**config.mk**
```make
export PLATFORM = sky130hd
export DESIGN_NAME = one_wire_rom_search_engine_core_flat
export DESIGN_NICKNAME = d
export VERILOG_FILES = /design/src/hw/rtl/owrs_pkg.sv /design/src/hw/rtl/owrs_if.sv /design/src/hw/rtl/owrs_step.sv /design/src/hw/rtl/one_wire_rom_search_engine_core.sv /design/src/flat_wrapper.sv
export SDC_FILE = /design/constraint.sdc
export NUM_CORES = 1
export LEC_CHECK = 0
export ABC_AREA = 0
export BUFFER_PORTS_ARGS = -buffer_cell sky130_fd_sc_hd__buf_4
export CAP_MARGIN = 20
export CORE_MARGIN = 5
export CORE_UTILIZATION = 58
export DETAILED_ROUTE_END_ITERATION = 10
export PLACE_DENSITY = 0.89
export REMOVE_ABC_BUFFERS = 1
export SKIP_LAST_GASP = 1
export SYNTH_ARGS = -nofsm -noshare
export SYNTH_HDL_FRONTEND = slang
export SYNTH_SLANG_ARGS = --single-unit
```
**constraint.sdc**
```tcl
create_clock -name i_clk -period 4.7 [get_ports i_clk]
set_input_delay 0.235 -clock i_clk [delete_from_list [all_inputs] [get_ports i_clk]]
set_output_delay 0.235 -clock i_clk [all_outputs]
set_load 0.005 [all_outputs]
```
**src/hw/rtl/owrs_pkg.sv**
```systemverilog
// Shared types and constants for the 1-Wire search-ROM decision engine.
// Depends on nothing; every other file in this block depends on it.
package owrs_pkg;

    localparam int KIND_W   = 2;
    localparam int STATUS_W = 3;
    localparam int ADDR_W   = 64;
    localparam int CRC_W    = 8;

    localparam logic [KIND_W-1:0] KIND_RESTART = 2'd0;
    localparam logic [KIND_W-1:0] KIND_BEGIN   = 2'd1;
    localparam logic [KIND_W-1:0] KIND_PAIR    = 2'd2;

    // Reflected form of x^8+x^5+x^4+1.
    localparam logic [CRC_W-1:0] CRC_POLY = 8'h8C;

    typedef enum logic [STATUS_W-1:0] {
        ST_BIT     = 3'd0,
        ST_STARTED = 3'd1,
        ST_FOUND   = 3'd2,
        ST_CRC     = 3'd3,
        ST_NODEV   = 3'd4,
        ST_NOPRES  = 3'd5,
        ST_IGNORED = 3'd6
    } t_status;

    typedef struct packed {
        logic    dir;
        t_status status;
    } t_result;

endpackage

```
**src/hw/rtl/owrs_if.sv**
```systemverilog
// Request and response channel interfaces of the search-ROM engine.
// Depends on owrs_pkg for field widths.
interface owrs_req_if;
    logic                          valid;
    logic                          ready;
    logic [owrs_pkg::KIND_W-1:0]   kind;
    logic                          presence;
    logic                          id_bit;
    logic                          cmp_bit;

    modport source (output valid, kind, presence, id_bit, cmp_bit, input ready);
    modport sink   (input valid, kind, presence, id_bit, cmp_bit, output ready);
endinterface

interface owrs_rsp_if;
    logic                          valid;
    logic                          ready;
    logic                          direction;
    logic [owrs_pkg::STATUS_W-1:0] status;
    logic [owrs_pkg::ADDR_W-1:0]   rom_address;
    logic                          last_device;

    modport source (output valid, direction, status, rom_address, last_device,
                    input ready);
    modport sink   (input valid, direction, status, rom_address, last_device,
                    output ready);
endinterface

```
**src/hw/rtl/owrs_step.sv**
```systemverilog
// Combinational decision logic for one search request: branch choice, ROM bit,
// CRC update and pass bookkeeping. Depends on owrs_pkg.
module owrs_step #(
    parameter int ROM_BITS = 64,
    parameter int BP_W     = $clog2(ROM_BITS),
    parameter int POS_W    = $clog2(ROM_BITS + 1)
) (
    input  logic [owrs_pkg::KIND_W-1:0] i_kind,
    input  logic                        i_presence,
    input  logic                        i_id_bit,
    input  logic                        i_cmp_bit,
    input  logic [ROM_BITS-1:0]         i_rom,
    input  logic [POS_W-1:0]            i_last_disc,
    input  logic [POS_W-1:0]            i_recent_zero,
    input  logic                        i_done,
    input  logic                        i_active,
    input  logic [BP_W-1:0]             i_bit_pos,
    input  logic [owrs_pkg::CRC_W-1:0]  i_crc,
    output logic [ROM_BITS-1:0]         o_rom,
    output logic [POS_W-1:0]            o_last_disc,
    output logic [POS_W-1:0]            o_recent_zero,
    output logic                        o_done,
    output logic                        o_active,
    output logic [BP_W-1:0]             o_bit_pos,
    output logic [owrs_pkg::CRC_W-1:0]  o_crc,
    output owrs_pkg::t_result           o_result
);
    import owrs_pkg::*;

    logic [POS_W-1:0] pos;
    logic             dir;
    logic [CRC_W-1:0] crc_new;
    logic [POS_W-1:0] zero_new;

    always_comb begin
        pos = POS_W'(i_bit_pos) + POS_W'(1);
        if (i_id_bit != i_cmp_bit) begin
            dir = i_id_bit;
        end else if (pos < i_last_disc) begin
            dir = i_rom[i_bit_pos];
        end else begin
            dir = (pos == i_last_disc);
        end
        zero_new = (i_id_bit == i_cmp_bit && !dir) ? pos : i_recent_zero;
        crc_new  = {1'b0, i_crc[CRC_W-1:1]} ^ ((i_crc[0] ^ dir) ? CRC_POLY : '0);
    end

    always_comb begin
        o_rom           = i_rom;
        o_last_disc     = i_last_disc;
        o_recent_zero   = i_recent_zero;
        o_done          = i_done;
        o_active        = i_active;
        o_bit_pos       = i_bit_pos;
        o_crc           = i_crc;
        o_result.dir    = 1'b0;
        o_result.status = ST_IGNORED;
        case (i_kind)
            KIND_RESTART: begin
                o_last_disc   = '0;
                o_done        = 1'b0;
                o_active      = 1'b0;
                o_recent_zero = '0;
                o_bit_pos     = '0;
                o_crc         = '0;
            end
            KIND_BEGIN: begin
                if (!i_presence || i_done) begin
                    o_last_disc     = '0;
                    o_done          = 1'b0;
                    o_active        = 1'b0;
                    o_result.status = i_presence ? ST_NODEV : ST_NOPRES;
                end else begin
                    o_active        = 1'b1;
                    o_bit_pos       = '0;
                    o_crc           = '0;
                    o_recent_zero   = '0;
                    o_result.status = ST_STARTED;
                end
            end
            KIND_PAIR: begin
                if (i_active) begin
                    if (i_id_bit && i_cmp_bit) begin
                        o_last_disc     = '0;
                        o_done          = 1'b0;
                        o_active        = 1'b0;
                        o_result.status = ST_NODEV;
                    end else begin
                        o_rom[i_bit_pos] = dir;
                        o_recent_zero    = zero_new;
                        o_crc            = crc_new;
                        o_result.dir     = dir;
                        o_result.status  = ST_BIT;
                        if (pos == POS_W'(ROM_BITS)) begin
                            o_active  = 1'b0;
                            o_bit_pos = '0;
                            if (crc_new == '0) begin
                                o_last_disc     = zero_new;
                                o_done          = (zero_new == '0);
                                o_result.status = ST_FOUND;
                            end else begin
                                o_last_disc     = '0;
                                o_done          = 1'b0;
                                o_result.status = ST_CRC;
                            end
                        end else begin
                            o_bit_pos = pos[BP_W-1:0];
                        end
                    end
                end
            end
            default: begin
                o_result.status = ST_IGNORED;
            end
        endcase
    end

endmodule

```
**src/hw/rtl/one_wire_rom_search_engine_core.sv**
```systemverilog
// Top level of the 1-Wire search-ROM decision engine: request register,
// search state, response register. Depends on owrs_pkg, owrs_if, owrs_step.
//
//   Channel   Dir  Payload                                    Handshake
//   i_req     in   kind, presence, id_bit, cmp_bit            valid/ready
//   o_rsp     out  direction, status, rom_address, last_dev   valid/ready
//
// Every request yields exactly one response: the request register holds it, and
// the response register takes the result when the response side does not stall. One
// request is accepted per cycle while the response side does not stall; the limit is the
// combinational decision step between the two registers.
// Synchronous active-low reset clears the search state and the ROM image.
// A stalled response holds the pipeline; the request register still takes one
// request while the response waits.
module one_wire_rom_search_engine_core #(
    parameter int ROM_BITS = 64
) (
    input  logic      i_clk,
    input  logic      i_rst_n,
    owrs_req_if.sink  i_req,
    owrs_rsp_if.source o_rsp
);
    import owrs_pkg::*;

    localparam int BP_W  = $clog2(ROM_BITS);
    localparam int POS_W = $clog2(ROM_BITS + 1);

    logic              r_in_valid;
    logic [KIND_W-1:0] r_kind;
    logic              r_presence;
    logic              r_id_bit;
    logic              r_cmp_bit;

    logic              r_out_valid;
    t_result           r_result;

    logic [ROM_BITS-1:0] r_rom;
    logic [POS_W-1:0]    r_last_disc;
    logic [POS_W-1:0]    r_recent_zero;
    logic                r_done;
    logic                r_active;
    logic [BP_W-1:0]     r_bit_pos;
    logic [CRC_W-1:0]    r_crc;

    logic [ROM_BITS-1:0] n_rom;
    logic [POS_W-1:0]    n_last_disc;
    logic [POS_W-1:0]    n_recent_zero;
    logic                n_done;
    logic                n_active;
    logic [BP_W-1:0]     n_bit_pos;
    logic [CRC_W-1:0]    n_crc;
    t_result             n_result;

    logic advance;

    assign advance     = r_in_valid && (!r_out_valid || o_rsp.ready);
    assign i_req.ready = !r_in_valid || advance;

    owrs_step #(
        .ROM_BITS (ROM_BITS),
        .BP_W     (BP_W),
        .POS_W    (POS_W)
    ) u_step (
        .i_kind        (r_kind),
        .i_presence    (r_presence),
        .i_id_bit      (r_id_bit),
        .i_cmp_bit     (r_cmp_bit),
        .i_rom         (r_rom),
        .i_last_disc   (r_last_disc),
        .i_recent_zero (r_recent_zero),
        .i_done        (r_done),
        .i_active      (r_active),
        .i_bit_pos     (r_bit_pos),
        .i_crc         (r_crc),
        .o_rom         (n_rom),
        .o_last_disc   (n_last_disc),
        .o_recent_zero (n_recent_zero),
        .o_done        (n_done),
        .o_active      (n_active),
        .o_bit_pos     (n_bit_pos),
        .o_crc         (n_crc),
        .o_result      (n_result)
    );

    always_ff @(posedge i_clk) begin
        if (!i_rst_n) begin
            r_in_valid <= 1'b0;
        end else if (i_req.ready) begin
            r_in_valid <= i_req.valid;
        end
        if (i_req.valid && i_req.ready) begin
            r_kind     <= i_req.kind;
            r_presence <= i_req.presence;
            r_id_bit   <= i_req.id_bit;
            r_cmp_bit  <= i_req.cmp_bit;
        end
    end

    always_ff @(posedge i_clk) begin
        if (!i_rst_n) begin
            r_out_valid   <= 1'b0;
            r_result      <= '{dir: 1'b0, status: ST_IGNORED};
            r_rom         <= '0;
            r_last_disc   <= '0;
            r_recent_zero <= '0;
            r_done        <= 1'b0;
            r_active      <= 1'b0;
            r_bit_pos     <= '0;
            r_crc         <= '0;
        end else begin
            if (advance) begin
                r_out_valid   <= 1'b1;
                r_result      <= n_result;
                r_rom         <= n_rom;
                r_last_disc   <= n_last_disc;
                r_recent_zero <= n_recent_zero;
                r_done        <= n_done;
                r_active      <= n_active;
                r_bit_pos     <= n_bit_pos;
                r_crc         <= n_crc;
            end else if (o_rsp.ready) begin
                r_out_valid <= 1'b0;
            end
        end
    end

    // The search state changes only together with the response register, so
    // the ROM image and the done flag double as response fields.
    assign o_rsp.valid       = r_out_valid;
    assign o_rsp.direction   = r_result.dir;
    assign o_rsp.status      = r_result.status;
    assign o_rsp.rom_address = ADDR_W'(r_rom);
    assign o_rsp.last_device = r_done;

    a_done_not_active: assert property (@(posedge i_clk) disable iff (!i_rst_n)
        r_done |-> !r_active)
        else $error("Done flag set while a pass is active.");

    a_stall_holds_rom: assert property (@(posedge i_clk) disable iff (!i_rst_n)
        r_out_valid && !o_rsp.ready |=> $stable(r_rom) && $stable(r_done))
        else $error("Search state changed under a stalled response.");

    a_found_done: assert property (@(posedge i_clk) disable iff (!i_rst_n)
        r_out_valid && r_result.status == ST_FOUND |-> r_done == (r_last_disc == '0))
        else $error("Done flag disagrees with last discrepancy after a find.");

    a_dir_status: assert property (@(posedge i_clk) disable iff (!i_rst_n)
        r_out_valid && r_result.dir |->
            (r_result.status == ST_BIT || r_result.status == ST_FOUND ||
             r_result.status == ST_CRC))
        else $error("Direction bit set on a response that took no bit.");

endmodule
```
**src/flat_wrapper.sv**
```systemverilog
// flat-port wrapper written by rule: the top's interface ports become plain ports
module one_wire_rom_search_engine_core_flat import owrs_pkg::*;
#(
    parameter int ROM_BITS = 64
)
  (i_clk, i_rst_n, i_req_valid, i_req_kind, i_req_presence, i_req_id_bit, i_req_cmp_bit, i_req_ready, o_rsp_valid, o_rsp_direction, o_rsp_status, o_rsp_rom_address, o_rsp_last_device, o_rsp_ready);
  owrs_req_if i_req_i ();
  owrs_rsp_if o_rsp_i ();
  input  logic i_clk;
  input  logic i_rst_n;
  input wire logic [$bits(i_req_i.valid)-1:0] i_req_valid;
  input wire logic [$bits(i_req_i.kind)-1:0] i_req_kind;
  input wire logic [$bits(i_req_i.presence)-1:0] i_req_presence;
  input wire logic [$bits(i_req_i.id_bit)-1:0] i_req_id_bit;
  input wire logic [$bits(i_req_i.cmp_bit)-1:0] i_req_cmp_bit;
  output wire logic [$bits(i_req_i.ready)-1:0] i_req_ready;
  output wire logic [$bits(o_rsp_i.valid)-1:0] o_rsp_valid;
  output wire logic [$bits(o_rsp_i.direction)-1:0] o_rsp_direction;
  output wire logic [$bits(o_rsp_i.status)-1:0] o_rsp_status;
  output wire logic [$bits(o_rsp_i.rom_address)-1:0] o_rsp_rom_address;
  output wire logic [$bits(o_rsp_i.last_device)-1:0] o_rsp_last_device;
  input wire logic [$bits(o_rsp_i.ready)-1:0] o_rsp_ready;
  assign i_req_i.valid = i_req_valid;
  assign i_req_i.kind = i_req_kind;
  assign i_req_i.presence = i_req_presence;
  assign i_req_i.id_bit = i_req_id_bit;
  assign i_req_i.cmp_bit = i_req_cmp_bit;
  assign i_req_ready = i_req_i.ready;
  assign o_rsp_valid = o_rsp_i.valid;
  assign o_rsp_direction = o_rsp_i.direction;
  assign o_rsp_status = o_rsp_i.status;
  assign o_rsp_rom_address = o_rsp_i.rom_address;
  assign o_rsp_last_device = o_rsp_i.last_device;
  assign o_rsp_i.ready = o_rsp_ready;
  one_wire_rom_search_engine_core #(.ROM_BITS(ROM_BITS)) u_core (.i_clk(i_clk), .i_rst_n(i_rst_n), .i_req(i_req_i), .o_rsp(o_rsp_i));
endmodule
```
---- Word-level counts from Yosys, hierarchy flattened ----
Index checks and enable logic that the tools add are counted.
cells by class
  $add $sub $neg .......................... 1
  $lt $le $gt $ge ......................... 3
  equal/unequal tests ..................... 11
  muxes and demuxes ....................... 50
  bitwise gates (word level) .............. 3
  reduce and logical (&&, ||, !) cells .... 21
operators with widths
  operator                                             number
  bitwise mux 64 bit                                   1
  two-way mux 7 bit                                    9
  case mux 7 bit (3 select lines)                      2
  two-way mux 8 bit                                    4
  two-way mux 6 bit                                    4
  case mux 8 bit (3 select lines)                      1
  two-way mux 1 bit                                    19
  case mux 6 bit (3 select lines)                      1
  AND reduction 5 bit                                  2
  zero test 8 bit                                      1
  bitwise XOR 7 x 8 -> 8 bit                           1
  adder 6 x 1 -> 7 bit, second input constant          1
  == test 7 bit                                        1
  == test 7 bit, second input constant                 1
  zero test 7 bit                                      1
  < comparator 6 x 7 -> 1 bit, second input constant   1
  < comparator 7 bit                                   1
  binary-select mux 1 bit (select 6 bit)               1
  demux 1 bit (select 6 bit)                           1
  >= comparator 6 x 1 -> 1 bit, second input constant  1
  two-way mux 3 bit                                    2
  inequality test 2 bit, second input constant         3
  case mux 1 bit (3 select lines)                      2
  case mux 3 bit (2 select lines)                      1
  18 further kinds                                     27
storage, ports and cells
  register bits after elaboration ......... 105
  bits of input ports ..................... 9
  output and inout port bits .............. 71
  logic and storage cells ................. 104

---- Depth between registers and ports, before layout ----
  depth in word-level cells ............... 13
  depth in mapped cells ................... 16
  gate-level depth less buffers ........... 12

---- Modules after synthesis ----
A second synthesis with hierarchy kept.
unflattened totals
  cell total of the unflattened synthesis .. 881
  area, all modules ....................... 6932.9 um^2
modules (own cells, without submodules)
  module                           instances  cells an instance  area an instance (um^2)  seq. area each (um^2)
  one_wire_rom_search_engine_core  1          440                4130.2                   2152.1
  owrs_step                        1          441                2802.7                   0.0

---- Least setup slack after synthesis ----
No wires, ideal clock.
  path kind ............................... reg2reg
  from .................................... reg u_core.r_bit_pos[2]
  to ...................................... reg u_core.r_result (netlist bit u_core.o_rsp.status[0])
  library setup time ...................... 0.070 ns
  arrival ................................. 3.477 ns
  data required time ...................... 4.630 ns
  setup slack ............................. 1.153 ns
  cell stages (with the launch flop) ...... 16
  path buffers ............................ 3
  period minus slack after synthesis ...... 3.547 ns
  cell sequence ........................... dfxtp_1 > buf_2 > buf_2 > buf_2 > nand3_1 > nor2_1 > xor2_1 > ha_1 > nand4_1 > a21oi_1 > a211oi_2 > o2111ai_1 > o41ai_2 > xnor2_1 > a2111o_1 > a21boi_1
on the way
  word-level cells in the longest chain between the ends .. 13
ends and longest elaborated chain
  item                                                                                   RTL line                                source
  start: declaration                                                                     one_wire_rom_search_engine_core.sv:42   logic [BP_W-1:0] r_bit_pos;
  start signal: assignment                                                               one_wire_rom_search_engine_core.sv:119  r_bit_pos <= n_bit_pos;
  adder 6 x 1 -> 7 bit / binary-select mux 1 bit (select 6 bit) (equally long branches)  owrs_step.sv:36, owrs_step.sv:40
  < comparator 7 bit, or another cell as far along                                       owrs_step.sv:39                         end else if (pos < i_last_disc) begin
  two-way mux 1 bit                                                                      owrs_step.sv:39
  two-way mux 1 bit                                                                      owrs_step.sv:37                         if (i_id_bit != i_cmp_bit) begin
  bitwise XOR 1 bit                                                                      owrs_step.sv:45                         crc_new = {1'b0, i_crc[CRC_W-1:1]} ^ ((i_crc[0] ^ dir) ? CRC_POLY : '0);
  two-way mux 8 bit                                                                      owrs_step.sv:45
  bitwise XOR 7 x 8 -> 8 bit                                                             owrs_step.sv:45
  zero test 8 bit                                                                        owrs_step.sv:97                         if (crc_new == '0) begin
  two-way mux 1 bit                                                                      owrs_step.sv:97
  two-way mux 2 bit (*)                                                                  owrs_step.sv:94                         if (pos == POS_W'(ROM_BITS)) begin
  two-way mux 3 bit (*)                                                                  owrs_step.sv:83                         if (i_id_bit && i_cmp_bit) begin
  two-way mux 4 bit (*)                                                                  owrs_step.sv:82                         if (i_active) begin
  case mux 3 bit (2 select lines) (*)                                                    owrs_step.sv:58                         case (i_kind)
  end signal: assignment                                                                 one_wire_rom_search_engine_core.sv:102  r_result <= '{dir: 1'b0, status: ST_IGNORED};
  end signal: assignment                                                                 one_wire_rom_search_engine_core.sv:113  r_result <= n_result;
  end: declaration                                                                       one_wire_rom_search_engine_core.sv:35   t_result r_result;
Every way passes the cells marked *; elsewhere a longest branch is shown, timed or not. The select of a mux whose other input is x is not followed.
A chain may end at the register's enable or synchronous reset.

---- Worst setup path in the final report ----
  from .................................... reg u_core.r_bit_pos[0]
  to ...................................... reg u_core.r_rom[15], in the netlist u_core.o_rsp.rom_address[15]
on the way
  word-level cells in the longest chain between the ends .. 5
ends and longest elaborated chain
  item                                                                    RTL line                                source
  adder 6 x 1 -> 7 bit, or another cell as far along                      owrs_step.sv:36                         pos = POS_W'(i_bit_pos) + POS_W'(1);
  < comparator 7 bit, or another cell as far along                        owrs_step.sv:39
  two-way mux 1 bit, on equally long branches                             owrs_step.sv:39, owrs_step.sv:89
  two-way mux 1 bit / demux 1 bit (select 6 bit) (equally long branches)  owrs_step.sv:37, owrs_step.sv:89
  bitwise mux 64 bit (*)                                                  owrs_step.sv:89                         o_rom[i_bit_pos] = dir;
  end signal: assignment                                                  one_wire_rom_search_engine_core.sv:114  r_rom <= n_rom;
  end: declaration                                                        one_wire_rom_search_engine_core.sv:37   logic [ROM_BITS-1:0] r_rom;
Marks and branches as above.

==> results.py <==
metrics = {
    "global_routing": {
        "grt_pass1_vias": 5102,
        "grt_overflow": 0,
        "grt_pass1_wl_um": 24400,
        "grt_max_degree": 100,
        "antenna_found_initial": 0,
        "grt_usage": 0.259,
    },
    "pwr": {
        "p_leak_uw": 0.00221,
        "seqPwrFrac": 0.590,
        "comb_power_share": 0.067,
        "switching_share": 0.259,
        "power_frac_clock": 0.343,
        "powerDensity_nw_per_um2": 244,
        "p_switching_uw": 397,
        "power_uw": 1530,
        "internal-power_uw": 1140,
        "ir_drop_v": 0.000189,
    },
    "placed_design": {
        "numPortBuffers": 79,
        "gp_congestion": 0.882,
        "placed_cells": 860,
        "dp_hpwl_um": 10200,
        "dpl_cell_area_um2": 6120,
    },
    "logic_synthesis": {
        "synth-adder-area-share": 0.0271,
        "synth_simple_gate_area_frac": 0.213,
        "yosys.cell_types.count": 52,
        "synthTopCellsByArea": "dfxtp_1 (36%), a21boi_0 (10%), o21ai_0 (7.8%), nand2_1 (7.1%), nor2_1 (5.2%)",
        "synthXorXnorAreaFrac": 0.00791,
        "ys_ff_latch": 105,
        "synth_top_cell_by_area": "dfxtp_1",
        "synth_cells": 700,
        "synth_compound_area_frac": 0.257,
        "yosys.area.top_type_share": 0.362,
        "synth_seq_area_share": 0.389,
        "ys.warnings.count": 0,
        "synth_edf_count": 5,
        "synthesis.area_um2": 5530,
        "synth_top_family_by_area": "compound AO/OA/AOI/OAI gates",
        "syn_area_per_cell_um2": 7.90,
        "synth.area.mux_share": 0.0547,
        "synth_ff_type": "dfxtp_1",
        "synth-async-reset-ratio": 0,
    },
    "setup_path": {
        "path_cells": "ha_1 > nand3_1 > xnor2_1 > ha_1 > a21oi_1 > o21ai_0 > a211oi_2 > o2111ai_1 > o41ai_4 > buf_4 > nand4_1 > a21boi_0",
        "cp_common_cell": "ha_1",
        "cp.buffers_inverters": 1,
        "cp.required_ns": 5.00,
        "slowest_stage": "buf_4",
        "slowest_delay_ns": 0.60,
        "crit_type": "reg2reg",
        "endpoint_kind": "flop",
        "start_kind": "flop",
        "cp_data_arrival_time_ns": 4.04,
        "crit_family": "compound AO/OA/AOI/OAI gates",
        "path_max_fanout": 65,
    },
    "finish": {
        "finish.net_count": 763,
        "drive_above_1_share": 0.153,
        "syn_to_final_growth_pct": 13.7,
        "fin_area_um2": 6290,
        "fin_cells": 875,
        "n_antenna_cell": 0,
    },
    "floorplan": {
        "rows": 35,
        "initial_core_util": 0.596,
        "dieArea_um2": 11600,
        "io_pins": 80,
        "core_um2": 9280,
        "die_w_um": 108,
        "fp.dieH_um": 108,
    },
    "drt": {
        "dr_total_vias": 5362,
        "dr.first_iter.drc_count": 505,
        "dr.pass1.iters": 5,
        "ant_nets": 0,
        "post_drt_wl_per_cell_um": 17.2,
        "wl_um": 15000,
        "drc": 0,
        "viasPerCell": 6.13,
    },
    "clock_tree": {
        "hold_buffers": 0,
        "h-tree-depth": 3,
        "cts_sinks": 105,
        "numCtsBuffers": 9,
        "clk_latency_ns": 0.38,
        "clk_pin_slew_ns": 0.10,
        "cts_setup_buffers": 0,
        "cts-root-buf": "clkbuf_8",
        "cts_tree": "done",
        "clock_path_buffers": 2,
        "cts_resized": 0,
    },
    "timing": {
        "whs_ns": 0.0364,
        "finClkSkew_ns": 0.0194,
        "rsz0062_at_grt": "false",
        "hold_violations": 0,
        "min_period_over_period": 0.796,
        "min_period_ns": 3.74,
        "relSlewSlack": 0.454,
        "fmax_mhz": 267,
        "maxSlewViolCount": 0,
        "tightest_slew_ns": 0.819,
        "setup_viol_count_final": 0,
    },
    "outcome": {
        "status": "completed",
    },
    "worst_hold_path": {
        "hp-class": "in2reg",
    },
    "job": {
        "drv_cap": 0,
    },
}
## cell type report
class	count	area (µm²)
Clock buffer	9	124
Clock inverter	6	51.3
Fill cell	748	2990
Inverter	15	56.3
Multi-Input combinational cell	526	3110
Sequential cell	105	2150
Tap cell	129	161
Timing Repair Buffer	85	638
## power by group through the flow
stage	registers (µW)	clock network (µW)	logic [µW]
2_1_floorplan	926	0	59.8
3_3_place_gp	926	0	97.5
3_5_place_dp	926	0	101
4_1_cts	905	530	101
5_1_grt	907	565	110
6_report	905	526	102
## cells by family (layout without fill, tap and decap cells)
kind of cell / count (synthesis) / after routing
AND/OR/NAND/NOR: 265 / 265
AO/OA/AOI/OAI: 217 / 217
flip-flops: 105 / 105
buffers and inverters: 69 / 115
multiplexers: 27 / 27
adder cells (fa/ha/maj): 12 / 12
XOR/XNOR: 5 / 5
## worst register-to-register path, cell delays in order (launching register included)
cell	delay, ns
dfxtp_1	0.43
ha_1	0.31
nand3_1	0.13
xnor2_1	0.45
ha_1	0.34
a21oi_1	0.15
o21ai_0	0.14
a211oi_2	0.18
o2111ai_1	0.21
o41ai_4	0.37
buf_4	0.60
nand4_1	0.20
a21boi_0	0.17
## placed cells by master, fill, tap and decap left out, types with 3 or more instances in the layout
cell type / instances
nand2_1: 105
dfxtp_1: 100
o21ai_0: 86
buf_4: 85
nor2_1: 77
a21boi_0: 75
nand3_1: 24
nor2b_1: 19
mux2i_1: 19
inv_1: 14
ha_1: 12
a22oi_1: 10
a21oi_1: 10
clkbuf_8: 9
nand4_1: 7
mux2_2: 6
o22ai_1: 6
and2_1: 5
o221ai_1: 5
nand2b_1: 5
nor3_1: 5
edfxtp_1: 5
a221o_1: 4
or2_2: 4
o211ai_1: 4
xnor2_1: 3
o21a_1: 3
nor4_1: 3
## routing by layer
layer / part of all wire / up-vias / GRT usage
met2: 0.48 / 294 / 0.426
met3: 0.082 / 64 / 0.0480
li1: - / 2527 / -
met1: 0.40 / 2477 / 0.320
met5: 0 / - / 0
met4: 0.043 / 0 / 0.139
## cells in the mapped netlist (3+ instances only)
| master | n |
|---|---|
| a21boi_0 | 75 |
| a21oi_1 | 10 |
| a221o_1 | 4 |
| a22oi_1 | 10 |
| and2_1 | 5 |
| buf_2 | 11 |
| clkbuf_1 | 41 |
| dfxtp_1 | 100 |
| edfxtp_1 | 5 |
| ha_1 | 12 |
| inv_1 | 14 |
| mux2_2 | 6 |
| mux2i_1 | 19 |
| nand2_1 | 105 |
| nand2b_1 | 5 |
| nand3_1 | 24 |
| nand4_1 | 7 |
| nor2_1 | 77 |
| nor2b_1 | 19 |
| nor3_1 | 5 |
| nor4_1 | 3 |
| o211ai_1 | 4 |
| o21a_1 | 3 |
| o21ai_0 | 86 |
| o221ai_1 | 5 |
| o22ai_1 | 6 |
| or2_2 | 4 |
| xnor2_1 | 3 |
## flip-flops by register name, summed over array words and instances, names as in the netlist
name and flops:
u_core.r_in_valid 1, u_core.r_cmp_bit 1, u_core.r_crc 8, u_core.r_presence 1
u_core.r_id_bit 1, u_core.o_rsp.direction 1, u_core.o_rsp.rom_address 64, u_core.r_kind 2
u_core.r_recent_zero 7, u_core.o_rsp.status 3, u_core.o_rsp.last_device 1, u_core.r_last_disc 7
u_core.o_rsp.valid 1, u_core.r_bit_pos 6, u_core.r_active 1
## path summary, 6_finish.rpt
kind	start	end	slack, ns	depth (start not counted)
worst max-delay path	u_core.r_bit_pos[0]$_SDFFE_PN0P_	u_core.o_rsp.rom_address[15]$_SDFFE_PN0P_	0.96	12
worst max register to register	u_core.r_bit_pos[0]$_SDFFE_PN0P_	u_core.o_rsp.rom_address[15]$_SDFFE_PN0P_	0.96	12
worst min-delay path	i_req_presence	u_core.r_presence$_DFFE_PP_	0.04	1
worst min register to register	u_core.r_last_disc[1]$_SDFFE_PN0P_	u_core.r_last_disc[1]$_SDFFE_PN0P_	0.48	2
## through the flow
step / setup WS, ns / setup TNS, ns / utilization
floorplan: -2.01 / -97.96 / -
global placement: 1.21 / 0 / 0.659
detailed placement: 1.05 / 0 / 0.659
CTS: 1.03 / 0 / 0.678
global route: 0.767 / 0 / 0.678
finish: 0.960 / 0 / 0.678
No activity file was read; power rests on OpenSTA's default activity.
